==> src/rtl/kdpq_pkg.sv <==
// shared types, constants and ordering function for the keyed deadline queue
package kdpq_pkg;

    localparam int KDPQ_CAPACITY = 64;
    localparam int NODE_W        = 32;
    localparam int PAIR_W        = 32;
    localparam int DL_W          = 64;

    localparam logic MODE_SET = 1'b0;
    localparam logic MODE_DEL = 1'b1;

    // one table entry
    typedef struct packed {
        logic [NODE_W-1:0]      node;
        logic [PAIR_W-1:0]      pair;
        logic signed [DL_W-1:0] deadline;
    } t_entry;

    // commands from controller to datapath
    typedef struct packed {
        logic start;
        logic scan;
        logic commit;
    } t_cmd;

    // status from datapath to controller
    typedef struct packed {
        logic scan_last;
        logic out_free;
    } t_status;

    // true when entry a is ordered before entry b
    function automatic logic f_earlier(input t_entry a, input t_entry b,
                                       input logic [PAIR_W-1:0] soa);
        logic a_soa;
        logic b_soa;
        a_soa = (a.pair == soa);
        b_soa = (b.pair == soa);
        if (a.deadline != b.deadline) begin
            return a.deadline < b.deadline;
        end else if (a_soa != b_soa) begin
            return !a_soa;
        end else if (a.node != b.node) begin
            return a.node < b.node;
        end else begin
            return a.pair < b.pair;
        end
    endfunction

endpackage

==> src/rtl/kdpq_ctrl.sv <==
// controller state machine: accept, scan, drain, commit
module kdpq_ctrl
    import kdpq_pkg::*;
(
    input  logic    i_clk,
    input  logic    i_rst_n,
    input  logic    i_in_valid,
    output logic    o_in_stall,
    input  t_status i_status,
    output t_cmd    o_cmd
);

    typedef enum logic [3:0] {
        S_IDLE  = 4'b0001,
        S_SCAN  = 4'b0010,
        S_DRAIN = 4'b0100,
        S_APPLY = 4'b1000
    } t_state;

    t_state r_state;
    t_state n_state;

    // input side is open only between operations
    assign o_in_stall = (r_state != S_IDLE);

    // commands
    always_comb begin
        o_cmd.start  = (r_state == S_IDLE) && i_in_valid;
        o_cmd.scan   = (r_state == S_SCAN);
        o_cmd.commit = (r_state == S_APPLY) && i_status.out_free;
    end

    // next state
    always_comb begin
        n_state = r_state;
        case (r_state)
            S_IDLE: begin
                if (i_in_valid) n_state = S_SCAN;
            end
            S_SCAN: begin
                if (i_status.scan_last) n_state = S_DRAIN;
            end
            S_DRAIN: begin
                n_state = S_APPLY;
            end
            S_APPLY: begin
                if (i_status.out_free) n_state = S_IDLE;
            end
            default: begin
                n_state = S_IDLE;
            end
        endcase
    end

    // state register
    always_ff @(posedge i_clk) begin
        if (!i_rst_n) begin
            r_state <= S_IDLE;
        end else begin
            r_state <= n_state;
        end
    end

endmodule

==> config.mk <==
export PLATFORM = sky130hd
export DESIGN_NAME = kdpq_ctrl
export DESIGN_NICKNAME = d
export VERILOG_FILES = /design/src/rtl/kdpq_pkg.sv /design/src/rtl/kdpq_ctrl.sv
export SDC_FILE = /design/constraint.sdc
export NUM_CORES = 1
export LEC_CHECK = 0
export ABC_AREA = 0
export BUFFER_PORTS_ARGS = -buffer_cell sky130_fd_sc_hd__buf_4
export CORE_AREA = 2 2 39 41
export CTS_CLUSTER_DIAMETER = 100
export CTS_CLUSTER_SIZE = 28
export DETAILED_ROUTE_END_ITERATION = 6
export DIE_AREA = 0 0 41 43
export PLACE_DENSITY = 0.4
export SYNTH_ARGS = -nofsm -noshare
export SYNTH_HDL_FRONTEND = slang
export SYNTH_SLANG_ARGS = --single-unit
==> constraint.sdc <==
create_clock -name i_clk -period 2 [get_ports i_clk]
set_input_delay 0.2 -clock i_clk [delete_from_list [all_inputs] [get_ports i_clk]]
set_output_delay 0.2 -clock i_clk [all_outputs]
set_load 0.01 [all_outputs]
* Yosys cells after proc, flatten, opt, wreduce, memory -nomap -nowiden *
Index checks and enable logic that the tools add are counted.

word-level totals
  flip-flop bits (word level) = 4
  latch bits = 0
  bits in writable memories = 0
  bits in read-only memories = 0
  input bits = 5
  output and inout port bits = 4
  memories kept = 0

cells by class
  $add $sub $neg = 0
  $mul = 0
  div/mod/pow operators = 0
  order comparisons = 0
  equal/unequal tests = 8
  shifts and indexed selects = 0
  mux-type cells = 4
  bitwise gates (word level) = 0
  reductions and logical operators = 3

operator list
  kind                                                  number
  case mux 4 bit (4 select lines)                       1
  2-to-1 mux 4 bit                                      3
  != test 2 bit (second input constant)                 3
  equality test 4 x 1 -> 1 bit (second input constant)  1
  equality test 4 x 2 -> 1 bit (second input constant)  1
  equality test 4 x 3 -> 1 bit (second input constant)  1
  equality test 4 bit (second input constant)           1
  != test 4 x 1 -> 1 bit (second input constant)        1
  AND reduction 3 bit                                   1
  logical AND 1 bit                                     2

* Depth between registers and ports, before layout *
  depth in word-level cells = 3
  depth in mapped cells = 4
  mapped depth without buffers = 3

* Worst setup path before layout *
OpenSTA, ideal clock, no wires.

  kind = flip-flop to output port
  start point = reg r_state[3]
  end point = out o_cmd[0] (netlist name)
  arrival = 1.016 ns
  slack = 0.784 ns
  cell stages (with the launch flop) = 3
  cell sequence = dfxtp_1 -> nand2b_1 -> nor4b_1

RTL lines
  item                      RTL line         RTL
  start: declaration        kdpq_ctrl.sv:20  t_state r_state;
  start signal: assignment  kdpq_ctrl.sv:60  r_state <= n_state;
  end: declaration          kdpq_ctrl.sv:10  output t_cmd o_cmd

==> summary.txt <==
Logic synthesis
  • Post-Syn Instances: 28
  • Post-synthesis net count: 33
  • Synth unique cells: 19
  • Top_reg_cell synth: dfxtp_1
  • Post-synthesis sequential area ratio: a little under a third
  • Syn Area/Cell: just over 9 sq um
  • Post-synth EDFFs: 0
  • Post-Synthesis Cell Area: about 260 sq um
  • Async SR Flop Fraction: 0%
  • Yosys Warn Count: 0
  • Synthesized flop and latch total: 4

Clock tree
  • CTS buffer count: 3
  • Clock-pin slew on the worst setup and hold paths: 0.04 ns
  • Post_cts resized: 0
  • Clk Latency, worst-skew pair: around 0.23 ns
  • CTS tree: yes
  • CTS H-tree lvls: 1
  • Setup Buffers After CTS: 0
  • Root buf cell: clkbuf_4
  • Max clock buf depth: 2
  • TritonCTS sink count: 4
  • Cts hold-fix bufs: 0

Worst setup path
  • Critical-path top delay cell: dfxtp_1
  • CP Cell Sequence: nand2b_1, nor4b_1, buf_4
  • CP Max Fanout: 6
  • Setup CP Type: reg -> out
  • Top delay family on crit path: flip-flops
  • Buf/Inv on CP: 1
  • CP Capture Type: output port
  • Worst path max stage delay: 0.47 ns
  • R2R Setup Slk: between 0.8 and 0.9 ns
  • R2r endpoint: r_state[1]
  • Startpoint class of the critical path: register
  • Worst r2r src: r_state[1]
  • CP arrival: 1.31 ns
  • FF-to-FF path depth: 3
  • Critical Path RT: about 1.8 ns

Floorplan
  • # rows: 14
  • Die Span Y: 43 um
  • Die Area: 0.001763 sq mm
  • Die Width: about 40 um
  • Core area: roughly 0.0014 sq mm
  • Top-Level Pins: 9
  • Initial core utilization: ~19%

Pwr
  • Peak supply drop: approximately 0.24 mV
  • Sw power: 66.20 uW
  • Leak pwr: roughly 0.00016 uW
  • Clock share of power: about 38%
  • Pint: 188.0 uW
  • Combinational power share: ~23%
  • Sequential Power Share: 39.0%
  • Switching share of power: 26.05%
  • Power per Cell Area: 717.8 mW/mm^2

Timing
  • Final setup fails: 0
  • Fmax: about 0.66 GHz
  • Slew HR: approximately 75%
  • Clock skew: 0.0006153 ns
  • Max Slew Vio Count: 0
  • Tightest Pin Transition: between 0.3 and 0.4 ns
  • Final Cycle Share: approximately three quarters
  • Final hold violation count: 0
  • RSZ-0062 raised after global routing: no
  • Final setup margin: 0.4904 ns
  • TNS Setup: 0 ns
  • Final min period: 1.510 ns

Route
  • Post-Route WL: about 540 um
  • Post-route ant nets: 0
  • Wire per inst: 10.07 um
  • DRC viols: 0
  • Starting DRC count in detailed routing: 0
  • Via-per-instance ratio: ~4.3
  • Number of vias in the routed layout: 230
  • DR pass1 iterations: 1

Global route
  • Vias in the first global route: 247
  • Gr usage total: roughly 8.0%
  • Largest net degree at the start of global routing: 10
  • Overflow after GRT: 0
  • Initial antenna violation count: 0
  • Global-route wire length before repair: approximately 900 um

Final layout
  • Fillers: 151
  • Number of diodes: 0
  • Most frequent cells in the layout: buf_4, inv_1, dfxtp_1
  • Area Overhead vs Synth: 38.05%
  • Biggest register: r_state
  • Final Cell Area: around 350 sq um
  • Leading registers by flop count: r_state x4
  • # nets final: 45
  • Commonest non-fill, non-tap cell in the layout: buf_4
  • Max reg flops: 4
  • Layout cell share with drive strength beyond 1: a little under two fifths

Min path
  • Hold Path Sink: r_state[0]
  • Hold Crit Depth: 2
  • Hold crit path type: in -> reg
  • Launch point of the worst hold path: i_rst_n

Place
  • GP Congestion: approximately 0.66
  • Placed cell areas: 331.6 sq um
  • Pre-CTS setup slack: between 0.7 and 0.8 ns
  • Post-detail-place hpwl: 430.3 um
  • Port bufs: 8

Status
  • Status: finished clean

Run
  • Max cap viols: 0
-- metrics by stage --
step	total power [uW]	util, %	cells	hold WS (ns)
after floorplan	135.0	-	28	0.2786
after global placement	160.5	23.96	51	0.4203
after detailed placement	160.0	23.96	51	0.4233
after CTS	262.4	25.59	54	0.1777
after global routing	269.5	25.59	54	0.1991
final	254.2	25.59	54	0.1820
-- routing by layer --
layer	up-vias	routed length, um	global-route usage, %
met4	0	0	10.00
met1	105	221	8.333
met3	0	33	2.094
met5	-	0	0
met2	4	290	10.94
li1	121	-	-
-- worst max-delay path by stage --
stage                from       end  slack (ns)  cells after the start
2_1_floorplan  r_state[3]  o_cmd[0]        0.78                      2
3_3_place_gp   r_state[3]  o_cmd[0]        0.76                      3
3_5_place_dp   r_state[3]  o_cmd[0]        0.74                      3
4_1_cts        r_state[3]  o_cmd[0]        0.47                      3
5_1_grt        r_state[3]  o_cmd[0]        0.42                      3
6_report       r_state[3]  o_cmd[0]        0.49                      3
-- worst reg2reg max path, stage by stage, from the launching register on --
cell      delay, ns
dfxtp_1        0.53
nor3b_1        0.23
o21ai_1        0.11
a211oi_2       0.21
-- Yosys cell counts, types with 2 or more instances --
cell type,instances,share of area [%]
nor3b_1,2,5.9
and3_1,2,4.9
nor2_1,2,2.9
inv_1,4,5.9
dfxtp_1,4,31
-- layout make-up --
type	instances	area [sq um]	area share (%)
clock buffer	3	22.52	6.360
tap	16	20.02	5.654
sequential	4	80.08	22.61
inverter	4	15.01	4.240
timing repair buffer	8	60.06	16.96
multi-input combinational	19	156.4	44.17
-- kinds of logic (layout without fill, tap and decap cells) --
group / count (synthesis) / after routing / share of synthesized area [%]
muxes: 1 / 1 / 3.903
and+or+nand+nor: 12 / 12 / 37.56
DFF: 4 / 4 / 31.22
xor gates and xnor gates: 1 / 1 / 3.415
buffers and inverters: 5 / 15 / 7.801
AOI/OAI and AO/OA: 5 / 5 / 16.09
-- power groups by stage --
| stage | clock network [uW] | registers, uW | logic [uW] |
|---|---|---|---|
| floorplan | 0 | 93.2 | 41.8 |
| global placement | 0 | 101 | 59.5 |
| detailed placement | 0 | 100 | 59.7 |
| CTS | 103 | 99.1 | 59.9 |
| global route | 104 | 100 | 64.9 |
| finish | 96.2 | 99.2 | 58.7 |
No activity file was read; power rests on OpenSTA's default activity.
